--- src/design/kadl_pkg.sv ---
package kadl_pkg;

    localparam int APB_AW = 5;
    localparam int APB_DW = 32;
    localparam int REG_IW = 3;

    typedef enum logic [REG_IW-1:0] {
        REG_MIN_THR  = 3'd0,
        REG_THR_20   = 3'd1,
        REG_THR_40   = 3'd2,
        REG_THR_50   = 3'd3,
        REG_THR_60   = 3'd4,
        REG_TOP_THR  = 3'd5,
        REG_MAX_DUTY = 3'd6
    } t_reg_idx;

    localparam logic [31:0] RST_MIN_THR  = 32'd480;
    localparam logic [31:0] RST_THR_20   = 32'd1278;
    localparam logic [31:0] RST_THR_40   = 32'd2498;
    localparam logic [31:0] RST_THR_50   = 32'd2641;
    localparam logic [31:0] RST_THR_60   = 32'd3482;
    localparam logic [31:0] RST_TOP_THR  = 32'd4087;
    localparam logic [31:0] RST_MAX_DUTY = 32'd6000;

    // segment scale in tenths
    typedef logic [3:0] t_tenths;
    localparam t_tenths TENTHS_2 = 4'd2;
    localparam t_tenths TENTHS_4 = 4'd4;
    localparam t_tenths TENTHS_5 = 4'd5;
    localparam t_tenths TENTHS_6 = 4'd6;
    localparam t_tenths TENTHS_8 = 4'd8;

    // extra bits for a factor below 16 (tenths, and the 10 of the divisor)
    localparam int SCALE_BITS = 4;

endpackage

--- src/design/kadl_if.sv ---
interface kadl_in_if #(
    parameter int ADC_BITS = 12
);
    logic                valid;
    logic                ready;
    logic [ADC_BITS-1:0] adc_sample;

    modport source (output valid, output adc_sample, input ready);
    modport sink   (input valid, input adc_sample, output ready);
endinterface

interface kadl_out_if #(
    parameter int DUTY_BITS = 16
);
    logic                 valid;
    logic                 ready;
    logic [DUTY_BITS-1:0] duty_limit;
    logic                 off_latched;

    modport source (output valid, output duty_limit, output off_latched, input ready);
    modport sink   (input valid, input duty_limit, input off_latched, output ready);
endinterface

--- src/design/knob_adc_to_duty_limit_top.sv ---
// Channel    Dir  Payload                       Handshake
// in_ch      in   adc_sample                    valid/ready
// out_ch     out  duty_limit, off_latched       valid/ready
// apb        in   7 config regs at 4*index      psel/penable/pwrite, pready=1
//
// One item at a time. Latched, zero-band and full-duty samples go straight to S_DONE.
// Scaled segments pass S_MUL, S_SCALE, S_CHECK and S_DIV, using the bit-serial
// shift-add multiplier and the one-bit-per-cycle restoring divider;
// a saturating quotient or a zero divisor skips the divider.
// Reset (synchronous) loads the register defaults and clears the off latch.
// A result held by a stalled output stops the next result, not the next accept.
module knob_adc_to_duty_limit_top
    import kadl_pkg::*;
#(
    parameter int ADC_BITS  = 12,
    parameter int DUTY_BITS = 16
) (
    input  logic                 i_clk,
    input  logic                 i_rst_n,
    kadl_in_if.sink              in_ch,
    kadl_out_if.source           out_ch,
    input  logic                 i_psel,
    input  logic                 i_penable,
    input  logic                 i_pwrite,
    input  logic [APB_AW-1:0]    i_paddr,
    input  logic [APB_DW-1:0]    i_pwdata,
    output logic [APB_DW-1:0]    o_prdata,
    output logic                 o_pready
);

    localparam int PW   = ADC_BITS + DUTY_BITS;
    localparam int DW   = PW + SCALE_BITS;
    localparam int HW   = ADC_BITS + SCALE_BITS;
    localparam int NMAX = (ADC_BITS > DUTY_BITS) ? ADC_BITS : DUTY_BITS;
    localparam int CW   = $clog2(NMAX + 1);

    typedef enum logic [5:0] {
        S_IDLE  = 6'b000001,
        S_MUL   = 6'b000010,
        S_SCALE = 6'b000100,
        S_CHECK = 6'b001000,
        S_DIV   = 6'b010000,
        S_DONE  = 6'b100000
    } t_state;

    t_state                r_state, n_state;
    logic [CW-1:0]         r_cnt, n_cnt;
    logic [ADC_BITS-1:0]   r_mplier, n_mplier;
    logic [PW-1:0]         r_mcand, n_mcand;
    logic [PW-1:0]         r_acc, n_acc;
    t_tenths               r_tenths, n_tenths;
    logic [HW-1:0]         r_den, n_den;
    logic [HW-1:0]         r_rem, n_rem;
    logic [DUTY_BITS-1:0]  r_quo, n_quo;
    logic [DUTY_BITS-1:0]  r_res_limit, n_res_limit;
    logic                  r_res_latch, n_res_latch;
    logic                  r_latch, n_latch;
    logic                  r_out_valid, n_out_valid;
    logic [DUTY_BITS-1:0]  r_out_limit, n_out_limit;
    logic                  r_out_latch, n_out_latch;

    logic [ADC_BITS-1:0]   r_thr [6];
    logic [DUTY_BITS-1:0]  r_max_duty;

    logic                  w_accept;
    logic [ADC_BITS-1:0]   w_s;
    logic                  w_go_mul;
    logic [ADC_BITS-1:0]   w_num;
    logic [ADC_BITS-1:0]   w_sel_thr;
    t_tenths               w_sel_tenths;
    logic [HW-1:0]         w_thr_ext;
    logic [DW-1:0]         w_acc_ext;
    logic [DW-1:0]         w_dividend;
    logic [HW:0]           w_rem2;
    logic                  w_ge;
    logic [DUTY_BITS-1:0]  w_qnext;
    logic                  w_cfg_wr;
    logic [REG_IW-1:0]     w_idx;

    assign in_ch.ready        = (r_state == S_IDLE);
    assign w_accept           = in_ch.valid && in_ch.ready;
    assign w_s                = in_ch.adc_sample;
    assign out_ch.valid       = r_out_valid;
    assign out_ch.duty_limit  = r_out_limit;
    assign out_ch.off_latched = r_out_latch;

    // configuration
    assign o_pready = 1'b1;
    assign w_cfg_wr = i_psel && i_penable && i_pwrite;
    assign w_idx    = i_paddr[APB_AW-1:2];

    always_ff @(posedge i_clk) begin
        if (!i_rst_n) begin
            r_thr[REG_MIN_THR] <= RST_MIN_THR[ADC_BITS-1:0];
            r_thr[REG_THR_20]  <= RST_THR_20[ADC_BITS-1:0];
            r_thr[REG_THR_40]  <= RST_THR_40[ADC_BITS-1:0];
            r_thr[REG_THR_50]  <= RST_THR_50[ADC_BITS-1:0];
            r_thr[REG_THR_60]  <= RST_THR_60[ADC_BITS-1:0];
            r_thr[REG_TOP_THR] <= RST_TOP_THR[ADC_BITS-1:0];
            r_max_duty         <= RST_MAX_DUTY[DUTY_BITS-1:0];
        end else if (w_cfg_wr) begin
            unique case (w_idx)
                REG_MIN_THR:  r_thr[REG_MIN_THR] <= i_pwdata[ADC_BITS-1:0];
                REG_THR_20:   r_thr[REG_THR_20]  <= i_pwdata[ADC_BITS-1:0];
                REG_THR_40:   r_thr[REG_THR_40]  <= i_pwdata[ADC_BITS-1:0];
                REG_THR_50:   r_thr[REG_THR_50]  <= i_pwdata[ADC_BITS-1:0];
                REG_THR_60:   r_thr[REG_THR_60]  <= i_pwdata[ADC_BITS-1:0];
                REG_TOP_THR:  r_thr[REG_TOP_THR] <= i_pwdata[ADC_BITS-1:0];
                REG_MAX_DUTY: r_max_duty         <= i_pwdata[DUTY_BITS-1:0];
                default: ;
            endcase
        end
    end

    always_comb begin
        o_prdata = '0;
        unique case (w_idx)
            REG_MIN_THR:  o_prdata = APB_DW'(r_thr[REG_MIN_THR]);
            REG_THR_20:   o_prdata = APB_DW'(r_thr[REG_THR_20]);
            REG_THR_40:   o_prdata = APB_DW'(r_thr[REG_THR_40]);
            REG_THR_50:   o_prdata = APB_DW'(r_thr[REG_THR_50]);
            REG_THR_60:   o_prdata = APB_DW'(r_thr[REG_THR_60]);
            REG_TOP_THR:  o_prdata = APB_DW'(r_thr[REG_TOP_THR]);
            REG_MAX_DUTY: o_prdata = APB_DW'(r_max_duty);
            default:      o_prdata = '0;
        endcase
    end

    // segment select; thresholds checked in list order
    always_comb begin
        w_go_mul     = 1'b1;
        w_num        = w_s;
        w_sel_thr    = r_thr[REG_TOP_THR];
        w_sel_tenths = TENTHS_8;
        if (w_s <= r_thr[REG_MIN_THR]) begin
            w_go_mul = 1'b0;
        end else if (w_s <= r_thr[REG_THR_20]) begin
            w_num        = w_s - r_thr[REG_MIN_THR];
            w_sel_thr    = r_thr[REG_THR_20];
            w_sel_tenths = TENTHS_2;
        end else if (w_s <= r_thr[REG_THR_40]) begin
            w_sel_thr    = r_thr[REG_THR_40];
            w_sel_tenths = TENTHS_4;
        end else if (w_s <= r_thr[REG_THR_50]) begin
            w_sel_thr    = r_thr[REG_THR_50];
            w_sel_tenths = TENTHS_5;
        end else if (w_s <= r_thr[REG_THR_60]) begin
            w_sel_thr    = r_thr[REG_THR_60];
            w_sel_tenths = TENTHS_6;
        end else if (w_s > r_thr[REG_TOP_THR]) begin
            w_go_mul = 1'b0;
        end
    end

    assign w_thr_ext = HW'(w_sel_thr);
    assign w_acc_ext = DW'(r_acc);

    always_comb begin
        case (r_tenths)
            TENTHS_2: w_dividend = w_acc_ext << 1;
            TENTHS_4: w_dividend = w_acc_ext << 2;
            TENTHS_5: w_dividend = (w_acc_ext << 2) + w_acc_ext;
            TENTHS_6: w_dividend = (w_acc_ext << 2) + (w_acc_ext << 1);
            TENTHS_8: w_dividend = w_acc_ext << 3;
            default:  w_dividend = '0;
        endcase
    end

    assign w_rem2  = {r_rem, r_quo[DUTY_BITS-1]};
    assign w_ge    = (w_rem2 >= {1'b0, r_den});
    assign w_qnext = {r_quo[DUTY_BITS-2:0], w_ge};

    always_comb begin
        n_state     = r_state;
        n_cnt       = r_cnt;
        n_mplier    = r_mplier;
        n_mcand     = r_mcand;
        n_acc       = r_acc;
        n_tenths    = r_tenths;
        n_den       = r_den;
        n_rem       = r_rem;
        n_quo       = r_quo;
        n_res_limit = r_res_limit;
        n_res_latch = r_res_latch;
        n_latch     = r_latch;
        n_out_valid = r_out_valid && !out_ch.ready;
        n_out_limit = r_out_limit;
        n_out_latch = r_out_latch;

        unique case (r_state)
            S_IDLE: begin
                if (w_accept) begin
                    if (r_latch) begin
                        n_res_limit = '0;
                        n_res_latch = (w_s < r_thr[REG_THR_20]);
                        n_state     = S_DONE;
                    end else if (w_go_mul) begin
                        n_mplier = w_num;
                        n_mcand  = PW'(r_max_duty);
                        n_acc    = '0;
                        n_tenths = w_sel_tenths;
                        n_den    = (w_thr_ext << 3) + (w_thr_ext << 1);
                        n_cnt    = CW'(ADC_BITS);
                        n_state  = S_MUL;
                    end else begin
                        n_res_limit = (w_s <= r_thr[REG_MIN_THR]) ? '0 : r_max_duty;
                        n_res_latch = (n_res_limit == '0);
                        n_state     = S_DONE;
                    end
                end
            end
            S_MUL: begin
                if (r_mplier[0]) begin
                    n_acc = r_acc + r_mcand;
                end
                n_mcand  = r_mcand << 1;
                n_mplier = r_mplier >> 1;
                n_cnt    = r_cnt - 1'b1;
                if (r_cnt == CW'(1)) begin
                    n_state = S_SCALE;
                end
            end
            S_SCALE: begin
                n_rem   = w_dividend[DW-1:DUTY_BITS];
                n_quo   = w_dividend[DUTY_BITS-1:0];
                n_state = S_CHECK;
            end
            S_CHECK: begin
                if (r_den == '0) begin
                    n_res_limit = '0;
                    n_res_latch = 1'b1;
                    n_state     = S_DONE;
                end else if (r_rem >= r_den) begin
                    n_res_limit = '1;
                    n_res_latch = 1'b0;
                    n_state     = S_DONE;
                end else begin
                    n_cnt   = CW'(DUTY_BITS);
                    n_state = S_DIV;
                end
            end
            S_DIV: begin
                n_rem = w_ge ? HW'(w_rem2 - {1'b0, r_den}) : w_rem2[HW-1:0];
                n_quo = w_qnext;
                n_cnt = r_cnt - 1'b1;
                if (r_cnt == CW'(1)) begin
                    n_res_limit = w_qnext;
                    n_res_latch = (w_qnext == '0);
                    n_state     = S_DONE;
                end
            end
            S_DONE: begin
                if (!r_out_valid || out_ch.ready) begin
                    n_out_valid = 1'b1;
                    n_out_limit = r_res_limit;
                    n_out_latch = r_res_latch;
                    n_latch     = r_res_latch;
                    n_state     = S_IDLE;
                end
            end
            default: n_state = S_IDLE;
        endcase
    end

    always_ff @(posedge i_clk) begin
        if (!i_rst_n) begin
            r_state     <= S_IDLE;
            r_latch     <= 1'b0;
            r_out_valid <= 1'b0;
            r_cnt       <= '0;
        end else begin
            r_state     <= n_state;
            r_latch     <= n_latch;
            r_out_valid <= n_out_valid;
            r_cnt       <= n_cnt;
        end
    end

    always_ff @(posedge i_clk) begin
        r_mplier    <= n_mplier;
        r_mcand     <= n_mcand;
        r_acc       <= n_acc;
        r_tenths    <= n_tenths;
        r_den       <= n_den;
        r_rem       <= n_rem;
        r_quo       <= n_quo;
        r_res_limit <= n_res_limit;
        r_res_latch <= n_res_latch;
        r_out_limit <= n_out_limit;
        r_out_latch <= n_out_latch;
    end

endmodule

--- src/flat_wrapper.sv ---
// flat-port wrapper written by rule: the top's interface ports become plain ports
module knob_adc_to_duty_limit_top_flat import kadl_pkg::*;
#(
    parameter int ADC_BITS  = 12,
    parameter int DUTY_BITS = 16
)
  (i_clk, i_rst_n, i_psel, i_penable, i_pwrite, i_paddr, i_pwdata, o_prdata, o_pready, in_ch_valid, in_ch_adc_sample, in_ch_ready, out_ch_valid, out_ch_duty_limit, out_ch_off_latched, out_ch_ready);
  kadl_in_if #(.ADC_BITS(ADC_BITS)) in_ch_i ();
  kadl_out_if #(.DUTY_BITS(DUTY_BITS)) out_ch_i ();
  input  logic i_clk;
  input  logic i_rst_n;
  input  logic i_psel;
  input  logic i_penable;
  input  logic i_pwrite;
  input  logic [APB_AW-1:0] i_paddr;
  input  logic [APB_DW-1:0] i_pwdata;
  output logic [APB_DW-1:0] o_prdata;
  output logic o_pready;
  input wire logic [$bits(in_ch_i.valid)-1:0] in_ch_valid;
  input wire logic [$bits(in_ch_i.adc_sample)-1:0] in_ch_adc_sample;
  output wire logic [$bits(in_ch_i.ready)-1:0] in_ch_ready;
  output wire logic [$bits(out_ch_i.valid)-1:0] out_ch_valid;
  output wire logic [$bits(out_ch_i.duty_limit)-1:0] out_ch_duty_limit;
  output wire logic [$bits(out_ch_i.off_latched)-1:0] out_ch_off_latched;
  input wire logic [$bits(out_ch_i.ready)-1:0] out_ch_ready;
  assign in_ch_i.valid = in_ch_valid;
  assign in_ch_i.adc_sample = in_ch_adc_sample;
  assign in_ch_ready = in_ch_i.ready;
  assign out_ch_valid = out_ch_i.valid;
  assign out_ch_duty_limit = out_ch_i.duty_limit;
  assign out_ch_off_latched = out_ch_i.off_latched;
  assign out_ch_i.ready = out_ch_ready;
  knob_adc_to_duty_limit_top #(.ADC_BITS(ADC_BITS), .DUTY_BITS(DUTY_BITS)) u_core (.i_clk(i_clk), .i_rst_n(i_rst_n), .in_ch(in_ch_i), .out_ch(out_ch_i), .i_psel(i_psel), .i_penable(i_penable), .i_pwrite(i_pwrite), .i_paddr(i_paddr), .i_pwdata(i_pwdata), .o_prdata(o_prdata), .o_pready(o_pready));
endmodule
--- config.mk ---
export PLATFORM = sky130hd
export DESIGN_NAME = knob_adc_to_duty_limit_top_flat
export DESIGN_NICKNAME = d
export VERILOG_FILES = /design/src/design/kadl_pkg.sv /design/src/design/kadl_if.sv /design/src/design/knob_adc_to_duty_limit_top.sv /design/src/flat_wrapper.sv
export SDC_FILE = /design/constraint.sdc
export NUM_CORES = 1
export LEC_CHECK = 0
export ABC_AREA = 1
export BUFFER_PORTS_ARGS = -buffer_cell sky130_fd_sc_hd__buf_2
export CAP_MARGIN = 5
export CELL_PAD_IN_SITES_DETAIL_PLACEMENT = 0
export CELL_PAD_IN_SITES_GLOBAL_PLACEMENT = 1
export CORE_MARGIN = 2
export CORE_UTILIZATION = 47
export DETAILED_ROUTE_END_ITERATION = 8
export PLACE_DENSITY_LB_ADDON = 0.05
export SYNTH_ARGS = -nofsm -noshare
export SYNTH_HDL_FRONTEND = slang
export SYNTH_SLANG_ARGS = --single-unit
--- constraint.sdc ---
create_clock -name i_clk -period 4.3 [get_ports i_clk]
set_input_delay 0.215 -clock i_clk [delete_from_list [all_inputs] [get_ports i_clk]]
set_output_delay 0.215 -clock i_clk [all_outputs]
set_load 0.03 [all_outputs]
==> impl_summary.log, run 1 <==
INFO  metric port_buffers = about 70
INFO  metric critical_path.top_delay_family = simple AND/OR/NAND/NOR gates
INFO  metric core_footprint = 39730 sq um
INFO  metric drt.antenna.violating_nets = 0
INFO  metric cp_data_arrival_time = 4.35 ns
INFO  metric fin_ws = 0.2708 ns
INFO  metric setup.worst_path.start_class = flip-flop
INFO  metric max-cap-violations = 0
INFO  metric worstReg2RegStart = u_core.r_thr[0][47]$_SDFFCE_PN1P_
INFO  metric cts-buffers-inserted = 30
INFO  metric area_added_between_synthesis_and_finish = 11.51%
INFO  metric timing.hold.worst_endpoint = u_core.out_ch.valid$_SDFF_PN0_
INFO  metric power.share.combinational = 48.7%
INFO  metric clock_latency = about 0.60 ns
INFO  metric cts.reportedPaths.clkPinSlew = 0.06 ns
INFO  metric cts_tree = done
INFO  metric root_buffer_master = clkbuf_16
INFO  metric static-leakage-power = 9.497 nW
INFO  metric cell_internal_pwr = 7.185 mW
INFO  metric min_period = 4.029 ns
INFO  metric timing.slew.headroom = 22.45%
INFO  metric yosys_warnings = 0
INFO  metric reg2reg_slack = 0.27 ns
INFO  metric netlist_top_cells_area = edfxtp_1 36%, ha_1 11%, nand2_1 11%
INFO  metric layout.filler_cells = 3928
INFO  metric p_sw = between 6 and 7 mW
INFO  metric die_width = between 200 and 250 microns
INFO  metric finish.utilization = between 50 and 60%
INFO  metric worstSetupEndpointType = flip-flop
INFO  metric ys.flop_type = edfxtp_1
INFO  metric fmax = 0.2482 GHz
INFO  metric antenna-diode-count = 0
INFO  metric combinational_family_with_the_most_area_after_synthesis = simple AND/OR/NAND/NOR gates
INFO  metric slowest_delay = ~0.43 ns
INFO  metric drive_above_1_share = 9.335%
INFO  metric worst-r2r-cell-count = 23
INFO  metric post_dr_vias_cell = 5.682
INFO  metric yosys_register_bits = 254
INFO  metric synth.area.mux_share = 0%
INFO  metric antenna_found_initial = 1
INFO  metric worstPathMaxFanout = 9
INFO  metric clock_tree_buffer_depth = 3
INFO  metric crit_required = 4.62 ns
INFO  metric finalSetupViolCount = 0
INFO  metric floorplan.die_area = between 40000 and 50000 sq um
INFO  metric multi_input_comb_area = 10090 sq um
INFO  metric crit_path_cell_trace = inv_1, ha_1, nand2_1, nor2_1, and2_1, nand2_1, nand3_1, nand2_1, nor2_4, nand2_2, inv_2, nand2_1, a21oi_2, nor2_4, ha_1, fa_1, a31oi_2, o21ai_1, nand3_1, nand2_1, nand3_1, nand2_1, xor2_1
INFO  metric fin_crit_sh = 93.70%
INFO  metric synth-adder-area-share = 11.62%
INFO  metric critPathBufInv = 2
INFO  metric whs = 0.04914 ns
INFO  metric netlist-cell-type-count = around 60
INFO  metric hold_start = out_ch_ready
INFO  metric synth_top_cell_by_area = edfxtp_1
INFO  metric global_route.overflow_total = 0
INFO  metric place_congestion = 0.9886
INFO  metric synth-seq-area-share = 38.72%
INFO  metric first_global_vias = about 16000
INFO  metric syn_avg_cell_area = ~8 sq um
INFO  metric result_of_the_run = finished clean
INFO  metric cts.sink_count = 254
INFO  metric largest_net_degree_at_the_start_of_global_routing = about 70
INFO  metric placed_cells_incl_taps = 2986
INFO  metric finalMaxSlewViolations = 0
INFO  metric area_fraction_in_compound_gates_after_synthesis = between 10% and 20%
INFO  metric hpwl = between 50000 and 60000 microns
INFO  metric timing.critical_path.mode_cell = nand2_1
INFO  metric hold_viol = 0
INFO  metric yosys.area.top_type_share = 35.65%
INFO  metric synthSimpleGateAreaFrac = 21.99%
INFO  metric routed-via-count = 17350
INFO  metric classification_of_the_worst_slack_hold_path = input port to flip-flop
INFO  metric stdcell_count = 3053
INFO  metric power.density = 630.8 nW/um^2
INFO  metric critPathKind = flip-flop to flip-flop
INFO  metric route.detailed.drc = 0
INFO  metric initial_utilization = 47.70%
INFO  metric grt_first_pass_wirelength = 97460 microns
INFO  metric netlist_area = 18950 sq um
INFO  metric dr.first_iter.drc_count = 1718
INFO  metric critical_path.reg2reg.endpoint = u_core.r_den[13]$_DFFE_PP_
INFO  metric clock_power_share = 20.3%
INFO  metric critical-path-slowest-cell = fa_1
INFO  metric fraction_of_synthesized_cell_area_in_xor_and_xnor_cells = 1.895%
INFO  metric timing.setup.tns = 0 ns
INFO  metric final_nets = around 2700
INFO  metric grtUsageTotal = 30.79%
INFO  metric proportion_of_synthesized_flip_flops_having_asynchronous_set_or_reset = 0%
INFO  metric timing.clock.skew = 0.03139 ns
INFO  metric tightest_slew = 1.154 ns
INFO  metric peak_vdd_ir = about 0.4 mV
INFO  metric dpl_worst_slack = about 0.047 ns
INFO  metric router_iterations_before_antenna_repair = 6
INFO  metric swShare = about 46%
INFO  metric die_height = 204.8 microns
INFO  metric placement_rows = between 70 and 80
INFO  metric finalWirelength = 64430 microns
INFO  metric ios = about 110
INFO  metric sequential_cell_area = between 7000 and 8000 sq um
INFO  metric post_synth_edffs = between 200 and 250
INFO  metric post_synth_inst_count = about 2400
INFO  metric min_delay_path_depth = 4
INFO  metric htree_levels = 1
INFO  metric routedWlPerCell = 21.10 microns
INFO  metric part_of_the_power_in_registers = 31.0%
## through the flow
stage	power, mW	cell area (sq um)
finish	13.33	21130
global route	14.31	21130
CTS	13.25	21050
detailed placement	10.52	19920
global placement	10.47	19920
floorplan	8.545	19010
## cells in the mapped netlist (10+ instances only)
| master | count |
|---|---|
| inv_2 | 19 |
| edfxtp_1 | 225 |
| buf_4 | 20 |
| xor2_1 | 28 |
| o22ai_1 | 48 |
| nand4_1 | 26 |
| nand2_1 | 546 |
| o21bai_1 | 13 |
| a21oi_1 | 208 |
| nor2_1 | 196 |
| o21ai_0 | 162 |
| clkbuf_1 | 36 |
| nor3_1 | 30 |
| inv_1 | 321 |
| nor4_1 | 10 |
| nor3_2 | 10 |
| nand3_1 | 110 |
| o21ai_1 | 29 |
| xnor2_1 | 13 |
| o211ai_1 | 15 |
| dfxtp_1 | 29 |
| a21o_1 | 13 |
| ha_1 | 168 |
## worst max path at each step
stage	startpoint	to	slack (ns)	cells past startpoint
CTS	u_core.r_thr[0][0]$_SDFFCE_PN0P_	u_core.r_den[14]$_DFFE_PP_	0.02	24
global route	u_core.r_thr[0][47]$_SDFFCE_PN1P_	u_core.r_den[13]$_DFFE_PP_	-0.008	23
finish	u_core.r_thr[0][47]$_SDFFCE_PN1P_	u_core.r_den[13]$_DFFE_PP_	0.27	23
detailed placement	u_core.r_thr[0][0]$_SDFFCE_PN0P_	u_core.r_den[14]$_DFFE_PP_	0.05	24
floorplan	u_core.r_thr[0][0]$_SDFFCE_PN0P_	u_core.r_acc[0]$_SDFFCE_PN0P_	0.47	14
global placement	u_core.r_thr[0][0]$_SDFFCE_PN0P_	u_core.r_den[14]$_DFFE_PP_	0.13	24
## cell families (layout without fill, tap and decap cells)
logic type                 count (synthesis)  count (layout)
other                                      2              17
and+or+nand+nor                          965             965
DFF                                      254             254
AOI/OAI and AO/OA                        565             565
xor gates and xnor gates                  41              41
buffers and inverters                    410             513
adders and majority gates                173             173
## per-layer routing
metal,share of wire [%],global-route usage [%],vias to the layer above
met5,0.014,0,-
met4,3.0,8.333,2
met3,7.2,4.248,110
met2,45,48.71,660
met1,45,44.08,8144
li1,-,-,8430
## flip-flops by register name, indices dropped and copies added, names as in the netlist, 15 cells and up
register / cells
u_core.r_acc: 28
u_core.r_res_limit: 16
u_core.r_max_duty: 16
u_core.r_mcand: 28
u_core.r_den: 15
u_core.out_ch.duty_limit: 16
u_core.r_quo: 16
u_core.r_rem: 16
u_core.r_thr: 72
## power by group through the flow
stage,Sequential (mW),Combinational (mW),Clock [mW]
6_report,4.13,6.49,2.71
5_1_grt,4.18,7.30,2.83
4_1_cts,4.11,6.40,2.74
3_5_place_dp,4.16,6.36,0
3_3_place_gp,4.14,6.33,0
2_1_floorplan,3.88,4.66,0
## area by class of cell
cell class / instances / share of cell area (%)
Clock buffer: 34 / 3.624
Clock inverter: 22 / 1.332
Inverter: 342 / 6.110
Multi-Input combinational cell: 1761 / 47.76
Sequential cell: 254 / 34.72
Tap cell: 525 / 3.109
Timing Repair Buffer: 115 / 3.339
## what timing repair did
action	in CTS	in global routing
endpoints found under the setup margin	0	6
endpoints found under the hold margin	9	0
resized for setup	0	17
hold buffers	9	0
setup buffers	0	2
## cells in the final DEF, fill, tap and decap left out, drive strengths merged, types with 10 or more instances in the layout
master  Yosys  final
clkinv      1     14
nand3     116    116
nand4      26     26
a21oi     209    209
clkbuf     36     34
ha        168    168
a21o       13     13
nor2      205    205
nand2     556    556
buf        32    106
inv       341    343
nor3       40     40
a211oi     10     10
nor4       13     13
o211ai     16     16
conb        2     17
o21ai     193    193
xnor2      13     13
o21bai     14     14
xor2       28     28
o22ai      48     48
edfxtp    225    225
dfxtp      29     29
## tightest hold or removal path, stage by stage
cell	delay [ns]
buf_2	0.07
inv_1	0.03
nand2_1	0.12
a21oi_1	0.12
(Power assumes the default switching activity.)
==> run 2: changes to the inputs <==
--- a/config.mk
+++ b/config.mk
@@ -6,12 +6,13 @@
 export NUM_CORES = 1
 export LEC_CHECK = 0
 export ABC_AREA = 1
+export ABC_CLOCK_PERIOD_IN_PS = 4700
 export BUFFER_PORTS_ARGS = -buffer_cell sky130_fd_sc_hd__buf_2
 export CAP_MARGIN = 5
 export CELL_PAD_IN_SITES_DETAIL_PLACEMENT = 0
 export CELL_PAD_IN_SITES_GLOBAL_PLACEMENT = 1
 export CORE_MARGIN = 2
-export CORE_UTILIZATION = 47
+export CORE_UTILIZATION = 50
 export DETAILED_ROUTE_END_ITERATION = 8
 export PLACE_DENSITY_LB_ADDON = 0.05
 export SYNTH_ARGS = -nofsm -noshare
==> constraint.sdc (replaced) <==
create_clock -name i_clk -period 4.7 [get_ports i_clk]
set_input_delay 0.235 -clock i_clk [delete_from_list [all_inputs] [get_ports i_clk]]
set_output_delay 0.235 -clock i_clk [all_outputs]
set_load 0.03 [all_outputs]
==> impl_summary.log, run 2 (synthesized netlist as in run 1, its figures left out) <==
INFO  metric first_global_vias = 16090
INFO  metric timing.slew.headroom = 26.35%
INFO  metric place_congestion = ~1.0
INFO  metric route.detailed.drc = 0
INFO  metric placement_rows = 71
INFO  metric grtUsageTotal = 32.02%
INFO  metric worstReg2RegStart = u_core.r_thr[0][0]$_SDFFCE_PN0P_
INFO  metric initial_utilization = 50.55%
INFO  metric fmax = 0.2288 GHz
INFO  metric router_iterations_before_antenna_repair = 7
INFO  metric root_buffer_master = clkbuf_16
INFO  metric finalWirelength = roughly 63000 microns
INFO  metric setup.worst_path.start_class = flip-flop
INFO  metric clock_tree_buffer_depth = 3
INFO  metric clock_latency = 0.60 ns
INFO  metric min_period = 4.371 ns
INFO  metric routedWlPerCell = around 21 microns
INFO  metric global_route.overflow_total = 0
INFO  metric result_of_the_run = finished clean
INFO  metric timing.setup.tns = 0 ns
INFO  metric floorplan.die_area = 39470 sq um
INFO  metric finalMaxSlewViolations = 0
INFO  metric timing.clock.skew = 0.03502 ns
INFO  metric drt.antenna.violating_nets = 0
INFO  metric finalSetupViolCount = 0
INFO  metric hold_start = out_ch_ready
INFO  metric crit_required = 5.01 ns
INFO  metric ios = approximately 110
INFO  metric slowest_delay = 0.44 ns
INFO  metric largest_net_degree_at_the_start_of_global_routing = ~70
INFO  metric cp_data_arrival_time = 4.68 ns
INFO  metric drive_above_1_share = 8.651%
INFO  metric biggestRegsByFlops = u_core.r_thr (72), u_core.r_acc (28), u_core.r_mcand (28)
INFO  metric critPathKind = flip-flop to flip-flop
INFO  metric cts_tree = done
INFO  metric hpwl = 49070 microns
INFO  metric die_height = 198.7 microns
INFO  metric worstSetupEndpointType = flip-flop
INFO  metric antenna-diode-count = 0
INFO  metric most-common-layout-cells = 546 x nand2_1, 320 x inv_1, 225 x edfxtp_1
INFO  metric reg2reg_slack = about 0.33 ns
INFO  metric crit_path_cell_trace = ha_1, fa_1, nor3_2, nor2_1, o21ai_2, nand2_2, nand2_4, nand2_8, inv_8, nand2_4, a21oi_1, nor2_1, ha_1, fa_1, a31oi_1, o21ai_0, nand3_1, nand2_1, nand3_1, nand2_1, xor2_1
INFO  metric routed-via-count = 17000
INFO  metric startpoint = u_core.r_thr[0][0]$_SDFFCE_PN0P_
INFO  metric final_common_cell = nand2_1
INFO  metric critical-path-slowest-cell = fa_1
INFO  metric dr.first_iter.drc_count = 1370
INFO  metric peak_vdd_ir = 0.3675 mV
INFO  metric rsz0062_at_grt = false
INFO  metric max-cap-violations = 0
INFO  metric post_dr_vias_cell = 5.609
INFO  metric final_nets = 2725
INFO  metric htree_levels = 1
INFO  metric port_buffers = 72
INFO  metric tightest_slew = 1.096 ns
INFO  metric cts.sink_count = 254
INFO  metric whs = 0.02857 ns
INFO  metric core_footprint = approximately 37000 sq um
INFO  metric power.density = around 580 nW/um^2
INFO  metric area_added_between_synthesis_and_finish = 10.85%
INFO  metric largest_register_ff_count = a little over 70
INFO  metric die_width = 198.7 microns
INFO  metric cts-buffers-inserted = 30
INFO  metric worstPathMaxFanout = 25
INFO  metric finish.utilization = 56.04%
INFO  metric hold_viol = 0
INFO  metric cts.reportedPaths.clkPinSlew = about 0.060 ns
INFO  metric fin_crit_sh = 93.00%
INFO  metric antenna_found_initial = 0
INFO  metric top_reg_by_flops = u_core.r_thr
INFO  metric grt_first_pass_wirelength = 94390 microns
INFO  metric static-leakage-power = 9.456 nW
INFO  metric classification_of_the_worst_slack_hold_path = input port to flip-flop
## run 2: layer usage
layer  routed length (microns)  global-route usage, %
met5                         0                      0
met4                      2857                  12.91
met3                      3774                  4.307
met2                     29290                  53.99
met1                     27290                  41.59
## run 2: layout make-up
cell class	count	area, sq um
clock buffers	32	758.2
clock inverters	24	291.5
fillers	3615	16480
inverters	342	1291
multi-input cells	1761	10030
flip-flops and latches	254	7337
well taps	511	639.4
repair buffers	107	655.6
## run 2: power breakdown
part / switching (mW) / total, mW / internal (mW)
clock: 1.02 / 2.48 / 1.46
combinational: 4.02 / 5.87 / 1.85
sequential: 0.500 / 3.73 / 3.23
## run 2: repair_timing
action                     4_1_cts  5_1_grt
buffers inserted                 0        0
hold buffers                     8        0
setup endpoints to repair        0        1
resized for setup                0        2
hold endpoints to repair         8        0
## run 2: critical path: cells and delay by family (launching register included)
| family | cells | cell delay [ns] |
|---|---|---|
| fa+ha+maj | 4 | 1.35 |
| xor+xnor | 1 | 0.17 |
| simple gates | 11 | 1.20 |
| flops | 1 | 0.40 |
| buf+inv | 1 | 0.15 |
| compound gates | 4 | 0.81 |
## run 2: path summary, 6_finish.rpt
check,cells after the start,end
worst max-delay path,21,u_core.r_den[13]$_DFFE_PP_
worst min-delay path,4,u_core.out_ch.valid$_SDFF_PN0_
worst max register to register,21,u_core.r_den[13]$_DFFE_PP_
worst min register to register,0,u_core.out_ch.duty_limit[1]$_DFFE_PP_
## run 2: through the flow
| stage | setup slack (ns) | power, mW | instances | area (sq um) |
|---|---|---|---|---|
| finish | 0.3290 | 12.09 | 3031 | 21010 |
| global placement | 0.3530 | 9.440 | 2967 | 19870 |
| floorplan | 0.8659 | 7.817 | 2425 | 19010 |
| global route | 0.01097 | 12.92 | 3031 | 21010 |
| CTS | 0.3343 | 12.03 | 3031 | 21000 |
| detailed placement | 0.3512 | 9.522 | 2967 | 19870 |
==> run 3: changes to the inputs <==
==> constraint.sdc (replaced) <==
create_clock -name i_clk -period 4.7 [get_ports i_clk]
set_input_delay 0.47 -clock i_clk [delete_from_list [all_inputs] [get_ports i_clk]]
set_output_delay 0.47 -clock i_clk [all_outputs]
set_load 0.03 [all_outputs]
==> impl_summary.log, run 3 (synthesized netlist as in run 1, its figures left out) <==
INFO  metric clock_latency = 0.58 ns
INFO  metric cts-buffers-inserted = 29
INFO  metric floorplan.die_area = between 30000 and 40000 sq um
INFO  metric classification_of_the_worst_slack_hold_path = input port to flip-flop
INFO  metric finalMaxSlewViolations = 0
INFO  metric rsz0062_at_grt = false
INFO  metric cts.sink_count = 254
INFO  metric hpwl = 48810 microns
INFO  metric layout.filler_cells = ~3700
INFO  metric result_of_the_run = finished clean
INFO  metric hold_start = i_pwdata[10]
INFO  metric most-common-layout-cells = 546 x nand2_1, 320 x inv_1, 225 x edfxtp_1
INFO  metric crit_required = ~5 ns
INFO  metric global_route.overflow_total = 0
INFO  metric worst-r2r-cell-count = 23
INFO  metric initial_utilization = 50.55%
INFO  metric fmax = roughly 0.23 GHz
INFO  metric antenna-diode-count = 0
INFO  metric grt_first_pass_wirelength = 94390 microns
INFO  metric timing.setup.tns = 0 ns
INFO  metric max-cap-violations = 0
INFO  metric power.density = 566.2 nW/um^2
INFO  metric hold_viol = 0
INFO  metric place_congestion = between 1 and 1.5
INFO  metric ios = 108
INFO  metric cts.reportedPaths.clkPinSlew = 0.06 ns
INFO  metric biggestRegsByFlops = u_core.r_thr (72), u_core.r_acc (28), u_core.r_mcand (28)
INFO  metric route.detailed.drc = 0
INFO  metric finalWirelength = 62260 microns
INFO  metric worstSetupEndpointType = flip-flop
INFO  metric min_period = 4.332 ns
INFO  metric finalSetupViolCount = 0
INFO  metric antenna_found_initial = 0
INFO  metric critPathKind = flip-flop to flip-flop
INFO  metric drive_above_1_share = 8.446%
INFO  metric router_iterations_before_antenna_repair = 6
INFO  metric postCtsSetupRepairBufs = 0
INFO  metric final_common_cell = nand2_1
INFO  metric multi_input_comb_area = approximately 10000 sq um
INFO  metric htree_levels = 1
INFO  metric tightest_slew = 1.068 ns
INFO  metric timing.slew.headroom = ~28%
INFO  metric whs = 0.1860 ns
INFO  metric routedWlPerCell = 20.61 microns
INFO  metric die_height = 198.7 microns
INFO  metric largest_net_degree_at_the_start_of_global_routing = between 60 and 70
INFO  metric area_added_between_synthesis_and_finish = 9.666%
INFO  metric placement_rows = 71
INFO  metric setup.worst_path.start_class = flip-flop
INFO  metric cts_tree = done
INFO  metric post_dr_vias_cell = between 5 and 6
INFO  metric startpoint = u_core.r_thr[0][0]$_SDFFCE_PN0P_
INFO  metric clock_tree_buffer_depth = 3
INFO  metric root_buffer_master = clkbuf_16
INFO  metric core_footprint = 37490 sq um
INFO  metric worstPathMaxFanout = 9
INFO  metric top_reg_by_flops = u_core.r_thr
INFO  metric fin_crit_sh = 92.16%
INFO  metric timing.clock.skew = 0.02716 ns
INFO  metric first_global_vias = 16220
INFO  metric peak_vdd_ir = between 0.2 and 0.3 mV
INFO  metric dr.first_iter.drc_count = about 1400
INFO  metric die_width = around 200 microns
INFO  metric timing.critical_path.to = u_core.r_den[13]$_DFFE_PP_
INFO  metric critical_path.reg2reg.endpoint = u_core.r_den[13]$_DFFE_PP_
INFO  metric port_buffers = 72
INFO  metric drt.antenna.violating_nets = 0
INFO  metric largest_register_ff_count = 72
INFO  metric grtUsageTotal = 31.85%
INFO  metric routed-via-count = 17170
INFO  metric cp_data_arrival_time = 4.64 ns
INFO  metric static-leakage-power = 9.363 nW
INFO  metric sequential_cell_area = 7337 sq um
INFO  metric final_nets = 2718
INFO  metric worstReg2RegStart = u_core.r_thr[0][0]$_SDFFCE_PN0P_
INFO  metric reg2reg_slack = 0.37 ns
run 3: cell count changes in the layout (fill, tap and decap cells not counted), moves of 3 or more:
cell / change
bufinv_16: -3
dlygate4sd3_1: -8
buf_4: +3
clkbuf_1: +3
clkinv_4: -4
run 3: where the power goes:
group,switching [mW],internal (mW)
Combinational,3.99,1.85
Clock,0.945,1.25
Sequential,0.498,3.23
Total,5.44,6.33
run 3: through the flow:
step / worst slack (ns) / utilization (%) / area, sq um / power, mW / cells
3_3_place_gp: 0.2053 / 53.02 / 19880 / 9.460 / 2969
5_1_grt: 0.01010 / 55.44 / 20780 / 12.65 / 3021
6_report: 0.3683 / 55.44 / 20780 / 11.77 / 3021
4_1_cts: 0.3202 / 55.44 / 20780 / 11.73 / 3021
3_5_place_dp: 0.1735 / 53.02 / 19880 / 9.506 / 2969
2_1_floorplan: 0.6650 / - / 19010 / 7.817 / 2425
run 3: what timing repair did:
| item | 4_1_cts | 5_1_grt |
|---|---|---|
| gates resized for setup | 0 | 1 |
| setup endpoints to repair | 0 | 1 |
| endpoints found under the hold margin | 0 | 0 |
| hold buffers | 0 | 0 |
run 3: worst min-delay path by stage:
stage	slack, ns	end	cells after the start
finish	0.19	u_core.r_max_duty[10]$_SDFFE_PN1P_	3
global route	0.18	u_core.r_max_duty[10]$_SDFFE_PN1P_	3
CTS	0.15	u_core.r_max_duty[12]$_SDFFE_PN1P_	3
detailed placement	0.40	u_core.out_ch.duty_limit[4]$_DFFE_PP_	0
global placement	0.41	u_core.out_ch.duty_limit[11]$_DFFE_PP_	0
floorplan	0.40	u_core.out_ch.duty_limit[0]$_DFFE_PP_	0
run 3: final cells by class:
class,instances,share of cell area [%]
Inverter,342,6.213
Clock inverter,18,0.7827
Tap cell,511,3.076
Multi-Input combinational cell,1761,48.26
Sequential cell,254,35.30
Clock buffer,34,3.582
Timing Repair Buffer,101,2.781
run 3: worst max-delay path, cell delays in order (launching register included):
cell	delay [ns]
edfxtp_1	0.43
ha_1	0.25
fa_1	0.43
nor3_2	0.19
nor2_1	0.10
o21ai_2	0.22
nand2_2	0.11
nand2_4	0.14
nand2_8	0.10
inv_8	0.08
nand2_4	0.06
inv_2	0.14
o22ai_1	0.09
nor2_1	0.26
ha_1	0.34
a21oi_1	0.14
inv_1	0.05
a31oi_1	0.24
o21ai_0	0.19
nand3_1	0.10
nand2_1	0.08
nand3_1	0.07
nand2_1	0.08
xor2_1	0.16
run 3: routing by layer:
layer  track usage (%)  vias to the layer above  share of wire, %
li1                  -                     8398                 -
met1             43.03                     8019                44
met2             52.58                      619                46
met3             3.289                      133               5.9
met4             12.63                        0               4.2
met5                 0                        -                 0
